==> src/nps_pkg.sv <==
`default_nettype none
// ----------------------------------------------------------------------------
// nps_pkg
// Shared types and constants for the note priority stack.
// ----------------------------------------------------------------------------
package nps_pkg;

  localparam int STACK_SLOTS = 8;
  localparam int IDX_W       = $clog2(STACK_SLOTS);
  localparam int CNT_W       = $clog2(STACK_SLOTS + 1);

  localparam int CMD_W  = 3;
  localparam int NOTE_W = 7;
  localparam int POS_W  = 3;
  localparam int CFG_W  = 4;
  localparam int OUT_W  = 8;
  localparam int FPOS_W = 4;
  localparam int DEPTH_W = 4;

  localparam logic [CMD_W-1:0] CMD_PUSH = 3'd0;
  localparam logic [CMD_W-1:0] CMD_POP  = 3'd1;
  localparam logic [CMD_W-1:0] CMD_PEEK = 3'd2;
  localparam logic [CMD_W-1:0] CMD_DROP = 3'd3;
  localparam logic [CMD_W-1:0] CMD_SEEK = 3'd4;

  localparam logic [CFG_W-1:0]         MAX_DEPTH_RST = 4'd4;
  localparam logic signed [OUT_W-1:0]  NULL_NOTE     = 8'shFF;
  localparam logic signed [FPOS_W-1:0] NULL_FPOS     = 4'shF;

  typedef struct packed {
    logic [NOTE_W-1:0] val;
    logic [NOTE_W-1:0] vel;
  } note_t;

  typedef struct packed {
    logic [CMD_W-1:0]  command;
    logic [NOTE_W-1:0] note_value;
    logic [NOTE_W-1:0] note_velocity;
    logic [POS_W-1:0]  position;
  } cmd_t;

  typedef struct packed {
    logic signed [OUT_W-1:0]  value_out;
    logic signed [OUT_W-1:0]  velocity_out;
    logic signed [FPOS_W-1:0] found_position;
    logic [DEPTH_W-1:0]       depth_now;
    logic                     took_effect;
  } res_t;

endpackage
`default_nettype wire

==> src/nps_in_if.sv <==
`default_nettype none
// ----------------------------------------------------------------------------
// nps_in_if
// Command channel: valid/ready handshake with one command per beat.
// ----------------------------------------------------------------------------
interface nps_in_if import nps_pkg::*; ();
  logic              valid;
  logic              ready;
  logic [CMD_W-1:0]  command;
  logic [NOTE_W-1:0] note_value;
  logic [NOTE_W-1:0] note_velocity;
  logic [POS_W-1:0]  position;

  modport source (output valid, command, note_value, note_velocity, position,
                  input ready);
  modport sink   (input valid, command, note_value, note_velocity, position,
                  output ready);
endinterface
`default_nettype wire

==> src/nps_out_if.sv <==
`default_nettype none
// ----------------------------------------------------------------------------
// nps_out_if
// Result channel: valid/ready handshake with one result per beat.
// ----------------------------------------------------------------------------
interface nps_out_if import nps_pkg::*; ();
  logic                     valid;
  logic                     ready;
  logic signed [OUT_W-1:0]  value_out;
  logic signed [OUT_W-1:0]  velocity_out;
  logic signed [FPOS_W-1:0] found_position;
  logic [DEPTH_W-1:0]       depth_now;
  logic                     took_effect;

  modport source (output valid, value_out, velocity_out, found_position, depth_now,
                  took_effect, input ready);
  modport sink   (input valid, value_out, velocity_out, found_position, depth_now,
                  took_effect, output ready);
endinterface
`default_nettype wire

==> src/nps_in_stage.sv <==
`default_nettype none
// ----------------------------------------------------------------------------
// nps_in_stage
// Command register: captures one beat and holds it until the core executes it.
// ----------------------------------------------------------------------------
module nps_in_stage import nps_pkg::*; (
  input  wire logic clk,
  input  wire logic rst_n,
  nps_in_if.sink    in_ch,
  input  wire logic adv,
  output logic      vld,
  output cmd_t      cmd
);

  logic vld_r;
  cmd_t cmd_r;
  logic take;

  assign in_ch.ready = !vld_r || adv;
  assign take        = in_ch.valid && in_ch.ready;

  always_ff @(posedge clk) begin
    if (!rst_n) begin
      vld_r <= 1'b0;
    end else if (take) begin
      vld_r <= 1'b1;
    end else if (adv) begin
      vld_r <= 1'b0;
    end
  end

  always_ff @(posedge clk) begin
    if (take) begin
      cmd_r <= '{command:       in_ch.command,
                 note_value:    in_ch.note_value,
                 note_velocity: in_ch.note_velocity,
                 position:      in_ch.position};
    end
  end

  assign vld = vld_r;
  assign cmd = cmd_r;

endmodule
`default_nettype wire

==> src/nps_core.sv <==
`default_nettype none
// ----------------------------------------------------------------------------
// nps_core
// Stack cells, held count, depth limit; one command per cycle on exec.
// ----------------------------------------------------------------------------
module nps_core import nps_pkg::*; (
  input  wire logic             clk,
  input  wire logic             rst_n,
  input  wire logic             cfg_we,
  input  wire logic [CFG_W-1:0] cfg_wdata,
  input  wire logic             exec,
  input  cmd_t                  cmd,
  output res_t                  res
);

  // cell 0 is the top of the stack
  note_t              store_r   [STACK_SLOTS];
  note_t              store_nxt [STACK_SLOTS];
  logic [CNT_W-1:0]   count_r;
  logic [CNT_W-1:0]   count_nxt;
  logic [CFG_W-1:0]   max_depth_r;
  logic [CNT_W-1:0]   limit;
  logic [CNT_W-1:0]   pos_ext;
  note_t              peek_note;

  assign limit     = (int'(max_depth_r) > STACK_SLOTS) ? CNT_W'(STACK_SLOTS)
                                                       : CNT_W'(max_depth_r);
  assign pos_ext   = CNT_W'(cmd.position);
  assign peek_note = store_r[cmd.position[IDX_W-1:0]];

  always_comb begin
    store_nxt          = store_r;
    count_nxt          = count_r;
    res.value_out      = NULL_NOTE;
    res.velocity_out   = NULL_NOTE;
    res.found_position = NULL_FPOS;
    res.took_effect    = 1'b0;
    case (cmd.command)
      CMD_PUSH: begin
        if (count_r < limit) begin
          store_nxt[0] = '{val: cmd.note_value, vel: cmd.note_velocity};
          for (int i = 1; i < STACK_SLOTS; i++) begin
            store_nxt[i] = store_r[i-1];
          end
          count_nxt       = count_r + 1'b1;
          res.took_effect = 1'b1;
        end
      end
      CMD_POP: begin
        if (count_r != '0) begin
          for (int i = 0; i < STACK_SLOTS - 1; i++) begin
            store_nxt[i] = store_r[i+1];
          end
          count_nxt       = count_r - 1'b1;
          res.took_effect = 1'b1;
          if (count_r > CNT_W'(1)) begin
            res.value_out    = {1'b0, store_r[1].val};
            res.velocity_out = {1'b0, store_r[1].vel};
          end
        end
      end
      CMD_PEEK: begin
        if (pos_ext < count_r) begin
          res.value_out    = {1'b0, peek_note.val};
          res.velocity_out = {1'b0, peek_note.vel};
        end
      end
      CMD_DROP: begin
        if (pos_ext < count_r) begin
          // cells below the dropped one move up by one
          for (int i = 0; i < STACK_SLOTS - 1; i++) begin
            if (CNT_W'(i) >= pos_ext) begin
              store_nxt[i] = store_r[i+1];
            end
          end
          count_nxt       = count_r - 1'b1;
          res.took_effect = 1'b1;
        end
      end
      CMD_SEEK: begin
        // deepest match wins: later cells override earlier ones
        for (int i = 0; i < STACK_SLOTS; i++) begin
          if (CNT_W'(i) < count_r && store_r[i].val == cmd.note_value) begin
            res.found_position = FPOS_W'(i);
          end
        end
      end
      default: ;
    endcase
    res.depth_now = DEPTH_W'(count_nxt);
  end

  always_ff @(posedge clk) begin
    if (!rst_n) begin
      count_r     <= '0;
      max_depth_r <= MAX_DEPTH_RST;
    end else begin
      if (exec) begin
        count_r <= count_nxt;
      end
      if (cfg_we) begin
        max_depth_r <= cfg_wdata;
      end
    end
  end

  always_ff @(posedge clk) begin
    if (exec) begin
      store_r <= store_nxt;
    end
  end

endmodule
`default_nettype wire

==> src/nps_out_stage.sv <==
`default_nettype none
// ----------------------------------------------------------------------------
// nps_out_stage
// Result register: holds a finished result until the sink takes the beat.
// ----------------------------------------------------------------------------
module nps_out_stage import nps_pkg::*; (
  input  wire logic clk,
  input  wire logic rst_n,
  input  wire logic load,
  input  res_t      res,
  output logic      adv,
  nps_out_if.source out_ch
);

  logic vld_r;
  res_t res_r;

  assign adv = !vld_r || out_ch.ready;

  always_ff @(posedge clk) begin
    if (!rst_n) begin
      vld_r <= 1'b0;
    end else if (load) begin
      vld_r <= 1'b1;
    end else if (out_ch.ready) begin
      vld_r <= 1'b0;
    end
  end

  always_ff @(posedge clk) begin
    if (load) begin
      res_r <= res;
    end
  end

  assign out_ch.valid          = vld_r;
  assign out_ch.value_out      = res_r.value_out;
  assign out_ch.velocity_out   = res_r.velocity_out;
  assign out_ch.found_position = res_r.found_position;
  assign out_ch.depth_now      = res_r.depth_now;
  assign out_ch.took_effect    = res_r.took_effect;

endmodule
`default_nettype wire

==> src/note_priority_stack.sv <==
// The command register feeds the stack update, whose result is registered.
// Throughput: one command per cycle unless the output stalls; the stack
//   update is combinational shifting and parallel compares between registers.
// Reset: synchronous, active low; the stack is emptied and max_depth goes to 4.
//   Stack cells are not cleared; only held entries are ever read.
`default_nettype none
// ----------------------------------------------------------------------------
// note_priority_stack
// Bounded last-note priority stack with push, pop, peek, drop and seek.
// ----------------------------------------------------------------------------
module note_priority_stack import nps_pkg::*; (
  input  wire logic             clk,
  input  wire logic             rst_n,
  nps_in_if.sink                in_ch,
  nps_out_if.source             out_ch,
  input  wire logic             cfg_we,
  input  wire logic [CFG_W-1:0] cfg_wdata
);

  logic adv;
  logic cmd_vld;
  logic exec;
  cmd_t cmd;
  res_t res;

  assign exec = cmd_vld && adv;

  nps_in_stage u_in (
    .clk   (clk),
    .rst_n (rst_n),
    .in_ch (in_ch),
    .adv   (adv),
    .vld   (cmd_vld),
    .cmd   (cmd)
  );

  nps_core u_core (
    .clk       (clk),
    .rst_n     (rst_n),
    .cfg_we    (cfg_we),
    .cfg_wdata (cfg_wdata),
    .exec      (exec),
    .cmd       (cmd),
    .res       (res)
  );

  nps_out_stage u_out (
    .clk    (clk),
    .rst_n  (rst_n),
    .load   (exec),
    .res    (res),
    .adv    (adv),
    .out_ch (out_ch)
  );

endmodule
`default_nettype wire

==> src/flat_wrapper.sv <==
// flat-port wrapper written by rule: the top's interface ports become plain ports
module note_priority_stack_flat import nps_pkg::*;
  (clk, rst_n, cfg_we, cfg_wdata, in_ch_valid, in_ch_command, in_ch_note_value, in_ch_note_velocity, in_ch_position, in_ch_ready, out_ch_valid, out_ch_value_out, out_ch_velocity_out, out_ch_found_position, out_ch_depth_now, out_ch_took_effect, out_ch_ready);
  nps_in_if in_ch_i ();
  nps_out_if out_ch_i ();
  input  wire logic clk;
  input  wire logic rst_n;
  input  wire logic cfg_we;
  input  wire logic [CFG_W-1:0] cfg_wdata;
  input wire logic [$bits(in_ch_i.valid)-1:0] in_ch_valid;
  input wire logic [$bits(in_ch_i.command)-1:0] in_ch_command;
  input wire logic [$bits(in_ch_i.note_value)-1:0] in_ch_note_value;
  input wire logic [$bits(in_ch_i.note_velocity)-1:0] in_ch_note_velocity;
  input wire logic [$bits(in_ch_i.position)-1:0] in_ch_position;
  output wire logic [$bits(in_ch_i.ready)-1:0] in_ch_ready;
  output wire logic [$bits(out_ch_i.valid)-1:0] out_ch_valid;
  output wire logic [$bits(out_ch_i.value_out)-1:0] out_ch_value_out;
  output wire logic [$bits(out_ch_i.velocity_out)-1:0] out_ch_velocity_out;
  output wire logic [$bits(out_ch_i.found_position)-1:0] out_ch_found_position;
  output wire logic [$bits(out_ch_i.depth_now)-1:0] out_ch_depth_now;
  output wire logic [$bits(out_ch_i.took_effect)-1:0] out_ch_took_effect;
  input wire logic [$bits(out_ch_i.ready)-1:0] out_ch_ready;
  assign in_ch_i.valid = in_ch_valid;
  assign in_ch_i.command = in_ch_command;
  assign in_ch_i.note_value = in_ch_note_value;
  assign in_ch_i.note_velocity = in_ch_note_velocity;
  assign in_ch_i.position = in_ch_position;
  assign in_ch_ready = in_ch_i.ready;
  assign out_ch_valid = out_ch_i.valid;
  assign out_ch_value_out = out_ch_i.value_out;
  assign out_ch_velocity_out = out_ch_i.velocity_out;
  assign out_ch_found_position = out_ch_i.found_position;
  assign out_ch_depth_now = out_ch_i.depth_now;
  assign out_ch_took_effect = out_ch_i.took_effect;
  assign out_ch_i.ready = out_ch_ready;
  note_priority_stack u_core (.clk(clk), .rst_n(rst_n), .in_ch(in_ch_i), .out_ch(out_ch_i), .cfg_we(cfg_we), .cfg_wdata(cfg_wdata));
endmodule
==> config.mk <==
export PLATFORM = sky130hd
export DESIGN_NAME = note_priority_stack_flat
export DESIGN_NICKNAME = d
export VERILOG_FILES = /design/src/nps_pkg.sv /design/src/nps_in_if.sv /design/src/nps_out_if.sv /design/src/nps_in_stage.sv /design/src/nps_core.sv /design/src/nps_out_stage.sv /design/src/note_priority_stack.sv /design/src/flat_wrapper.sv
export SDC_FILE = /design/constraint.sdc
export NUM_CORES = 1
export LEC_CHECK = 0
export ABC_AREA = 1
export BUFFER_PORTS_ARGS = -buffer_cell sky130_fd_sc_hd__clkbuf_2
export CORE_ASPECT_RATIO = 1.25
export CORE_MARGIN = 2
export CORE_UTILIZATION = 55
export CTS_BUF_LIST = sky130_fd_sc_hd__clkbuf_16
export DETAILED_ROUTE_END_ITERATION = 10
export PLACE_DENSITY = 0.82
export SYNTH_ARGS = -nofsm -noshare
export SYNTH_HDL_FRONTEND = slang
export SYNTH_SLANG_ARGS = --single-unit
==> constraint.sdc <==
create_clock -name clk -period 4.35 [get_ports clk]
set_input_delay 1.305 -clock clk [delete_from_list [all_inputs] [get_ports clk]]
set_output_delay 1.305 -clock clk [all_outputs]
set_load 0.05 [all_outputs]
== Yosys cells after proc, flatten, opt, wreduce, memory -nomap -nowiden ==
Index checks and enable logic that the tools add are counted.

* Register bits: 167
* Output and inout bits: 27

* Reduce and logical (&&, ||, !) cells: 30
* Equality and inequality tests: 22
* Bitwise operators: 2
* Order comparisons: 20
* Multiplexer cells: 39
* Add/sub/neg operators: 2

{| class="wikitable"
|+ Operators by type and width
! operator !! count
|-
| one-hot mux 98 bit (3 select lines) || 1
|-
| two-way mux 98 bit || 2
|-
| two-way mux 14 bit || 9
|-
| two-way mux 112 bit || 1
|-
| == test 7 bit || 8
|-
| two-way mux 16 bit || 3
|-
| two-way mux 4 bit || 12
|-
| binary-select mux 14 bit (select 3 bit) || 1
|-
| AND reduction 6 bit || 7
|-
| one-hot mux 16 bit (2 select lines) || 1
|-
| != test 2 bit, second input constant || 10
|-
| < comparator 3 x 4 -> 1 bit, first input constant || 4
|-
| one-hot mux 4 bit (3 select lines) || 1
|-
| logical AND 1 bit || 10
|-
| >= comparator 3 bit, first input constant || 3
|-
| < comparator 1 x 4 -> 1 bit, first input constant || 2
|-
| < comparator 2 x 4 -> 1 bit, first input constant || 2
|-
| two-way mux 1 bit || 7
|-
| == test 3 x 2 -> 1 bit, second input constant || 2
|-
| >= comparator 1 x 3 -> 1 bit, first input constant || 2
|-
| >= comparator 2 x 3 -> 1 bit, first input constant || 2
|-
| OR reduction 5 bit || 1
|-
| adder 4 x 1 -> 4 bit, second input constant || 1
|-
| >= comparator 4 bit, second input constant || 1
|-
| 19 further kinds || 22
|}

== Depth between registers and ports, before layout ==
* Depth in word-level cells: 10
* Gate-level depth with buffers: 14
* Mapped depth without buffers: 13

== Cells and area by module ==
Synthesis repeated with hierarchy kept, for this count alone.

* Cells, all modules: 1,042
* Area total of the unflattened synthesis: 9,121.2 sq um

{| class="wikitable"
|+ Modules (own cells, without submodules)
! module !! instances !! cells each !! area each (sq um)
|-
| nps_core || 1 || 982 || 7,664.9
|-
| nps_out_stage || 1 || 31 || 797.0
|-
| nps_in_stage || 1 || 27 || 651.9
|-
| note_priority_stack || 1 || 2 || 7.5
|}

== Worst setup path before layout ==
Ideal clock, no wire load.

* Path type: input -> register
* Start: input out_ch_ready
* End: register u_core.u_core.store_r[70] in the netlist's numbering (enable)
* Data arrival time: 3,799 ps
* Path slack: 130 ps
* Cell stages on the path: 6
* Setup time: 421 ps
* Cells stage by stage: inv_1 > nand2_1 > nand2_1 > inv_1 > nand2_1 > nor4_1

* Longest elaborated chain between the ends: 3

{| class="wikitable"
|+ Ends and longest elaborated chain
! element !! RTL line !! source
|-
| from (decl) || flat_wrapper.sv:22 || <nowiki>input wire logic [$bits(out_ch_i.ready)-1:0] out_ch_ready;</nowiki>
|-
| logical OR 1 bit || nps_out_stage.sv:18 || <nowiki>assign adv = !vld_r || out_ch.ready;</nowiki>
|-
| logical AND 1 bit || note_priority_stack.sv:26 || <nowiki>assign exec = cmd_vld && adv;</nowiki>
|-
| named net u_core.exec || note_priority_stack.sv:22 || <nowiki>logic exec;</nowiki>
|-
| AND reduction 6 bit (no source line) || -- ||
|-
| to (signal assigned) || nps_core.sv:109 || <nowiki>store_r <= store_nxt;</nowiki>
|-
| to (decl) || nps_core.sv:17 || <nowiki>note_t store_r [STACK_SLOTS];</nowiki>
|}

The timed path passes the listed nets, and every way through them passes these cells.
A chain may end at the register's enable or synchronous reset.

== Worst setup path in the final report ==
* Start: input out_ch_ready
* End: output in_ch_ready

* Longest elaborated chain between the ends: 2

{| class="wikitable"
|+ Ends and longest elaborated chain
! element !! RTL line !! source
|-
| logical OR 1 bit || nps_out_stage.sv:18 ||
|-
| logical OR 1 bit || nps_in_stage.sv:19 || <nowiki>assign in_ch.ready = !vld_r || adv;</nowiki>
|-
| to (decl) || flat_wrapper.sv:15 || <nowiki>output wire logic [$bits(in_ch_i.ready)-1:0] in_ch_ready;</nowiki>
|}

Every way passes these cells.

==> results.json <==
{
  "outcome": "completed",
  "muxShareOfSynthArea_pct": 0,
  "wl_per_cell_um": 18.40,
  "finalCritPeriodShare_pct": 71.46,
  "ant_nets": 0,
  "synth_top_family_by_area": "simple AND/OR/NAND/NOR gates",
  "startpoint_type": "primary input",
  "gp_congestion": 0.9467,
  "die_x_um": 120.0,
  "diodes": 0,
  "yosysTopAreaCellShare_pct": 50.67,
  "core-area_um2": 16640,
  "required_ns": 3.04,
  "crit_arrival_ns": 1.80,
  "synth_top_cell_by_area": "edfxtp_1",
  "pin_count": 56,
  "post-dp-hpwl_mm": 15.83,
  "synth-simple-area-share_pct": 18.41,
  "worstPathMaxFanout": 3,
  "insertion_delay_ns": 0.43,
  "grt_pass1_vias": 6980,
  "grt_start_max_net_pins": 89,
  "fin_skew_ns": 0.01003,
  "drv_cap": 0,
  "synth-adder-area-share_pct": 1.218,
  "grt-ovfl-total": 0,
  "p_leak_uw": 0.003987,
  "path_common_cell": "clkbuf_2",
  "final_common_cell": "o21ai_0",
  "die_area_um2": 17870,
  "nets": 1080,
  "grt_pass1_wl_mm": 36.81,
  "grt_usage_pct": 26.48,
  "slowest_delay_ns": 0.29,
  "met2_usage_pct": 40.37,
  "ys_ff_latch": 166,
  "synthCells": 1023,
  "busiest_layer": "met2",
  "synth_area_leaders": "edfxtp_1 (51%), o21ai_0 (8.7%), nand3_1 (6.6%), nand2_1 (6.2%), inv_1 (3.7%)",
  "cts_num_sinks": 166,
  "die_y_um": 149.0,
  "globalRouteMet1Util_pct": 38.25,
  "worst_ir_drop_vdd_mv": 0.2839,
  "fin_area_um2": 10130,
  "worst_hold_slack_ns": 0.4539,
  "synth_xor_xnor_area_share_pct": 3.221,
  "crit_type": "in -> out",
  "rows": 53,
  "synth_async_sr_flop_share_pct": 0,
  "portBuffers": 55,
  "ys.flop_type": "edfxtp_1",
  "path_cells": "clkbuf_2 -> inv_1 -> nand3_1 -> clkbuf_2",
  "setup_viol": 0,
  "vias": 7658,
  "drt-total-wl_mm": 23.47,
  "area_growth_syn_to_layout_pct": 9.568,
  "final_layout_size_suffix_gt1_share_pct": 12.80,
  "yosysSeqAreaShare_pct": 52.84,
  "setup_tns_ns": 0,
  "post_cts_buffers": 0,
  "synth_nets": 1061,
  "relSlewSlack_pct": 32.70,
  "final_cell_mix": "o21ai_0 (161), edfxtp_1 (156), nand2_1 (153)",
  "vias_per_cell": 6.006,
  "synth_warnings": 0,
  "cts_tree": "done",
  "rsz0062_at_grt": "false",
  "placed_area_um2": 9513,
  "fin_crit_ns": 3.109,
  "slew_viol_final": 0,
  "avgSynthCellArea_um2": 9.037,
  "ys_types": 44,
  "synthesis.area_um2": 9245,
  "worst_slew_pin_slew_ns": 1.008,
  "power.density_nw_per_um2": 399.9,
  "cts_buffers": 17,
  "first_pass_iters": 6,
  "cts-root-buf": "clkbuf_16",
  "max_freq_mhz": 321.7,
  "hold_viol_final": 0,
  "antenna_found_initial": 0,
  "cts_htree_levels": 4,
  "ctsHoldBuffers": 0,
  "end_kind": "output port",
  "hold_path_class": "reg -> reg",
  "synth-compound-area-share_pct": 16.06,
  "synth-edff-count": 156,
  "gr-usage-met3_pct": 4.128,
  "cts_buffer_depth": 2,
  "drt-initial-drc-count": 1434,
  "cts_resized": 0,
  "clk_pin_slew_ns": 0.07,
  "crit_slowest_cell": "clkbuf_2",
  "r2r_slack_ns": 1.27,
  "route.detailed.drc": 0,
  "start_util_pct": 55.54
}
power by group:
part,total (uW),internal [uW],leakage (uW),switching [uW]
clock network,1590,920,0.000302,670
logic,559,155,0.00218,404
registers,1900,1840,0.00151,60.7
total,4050,2920,0.00399,1130
sequential cells by signal, summed over array words and instances, names as in the netlist, 4 cells and up:
signal / cells
u_core.u_core.count_r: 4
u_core.u_out.out_ch.velocity_out: 7
u_core.u_core.max_depth_r: 4
u_core.u_out.out_ch.depth_now: 4
u_core.u_out.out_ch.found_position: 4
u_core.u_out.out_ch.value_out: 8
u_core.u_in.cmd: 20
u_core.u_core.store_r: 112
worst max-delay path, delay by kind of cell:
family,cells,cell delay (ns)
buffers and inverters,3,0.41
AND/OR/NAND/NOR,1,0.09
stage by stage:
stage          worst slack, ns  cells  power, uW  util, %
2_1_floorplan           0.1296   1023       2347        -
3_3_place_gp             1.158   1243       2457    57.15
3_5_place_dp             1.122   1243       2474    57.15
4_1_cts                  1.235   1275       4042    60.86
5_1_grt                  1.113   1275       4183    60.86
6_report                 1.241   1275       4051    60.86
metal layers:
| layer | routed length, um | up-vias |
|---|---|---|
| met3 | 2523 | 50 |
| met1 | 9724 | 3520 |
| met4 | 597 | 0 |
| met5 | 0 | - |
| met2 | 10620 | 488 |
| li1 | - | 3600 |
kinds of logic after synthesis:
family | after synthesis
AOI/OAI and AO/OA | 277
xor gates and xnor gates | 34
and+or+nand+nor | 369
buffers and inverters | 168
DFF | 166
adders and majority gates | 9
path summary, 6_finish.rpt:
check                       startpoint                        end  depth (start not counted)
max                       out_ch_ready                in_ch_ready                          4
min          u_core.u_core.store_r[21]   u_core.u_core.store_r[7]                          0
max reg2reg   u_core.u_core.count_r[3]  u_core.u_core.store_r[99]                          8
min reg2reg  u_core.u_core.store_r[21]   u_core.u_core.store_r[7]                          0
Yosys cell counts (all sizes together) (2+ instances only):
cell type,count
a211oi,2
a21oi,54
buf,40
clkbuf,25
dfxtp,10
edfxtp,156
ha,9
inv,103
nand2,165
nand3,124
nand4,6
nor2,58
nor3,11
nor4,2
o2111ai,3
o211ai,14
o21a,2
o21ai,186
o22ai,13
xnor2,13
xor2,21
area by class of cell:
class / instances / area (um^2)
Multi-Input combinational cell: 689 / 3613
Fill cell: 1338 / 6515
Clock buffer: 17 / 425.4
Clock inverter: 15 / 191.4
Tap cell: 220 / 275.3
Sequential cell: 166 / 4885
Inverter: 103 / 389.1
Timing Repair Buffer: 65 / 350.3
(Power assumes the default switching activity.)
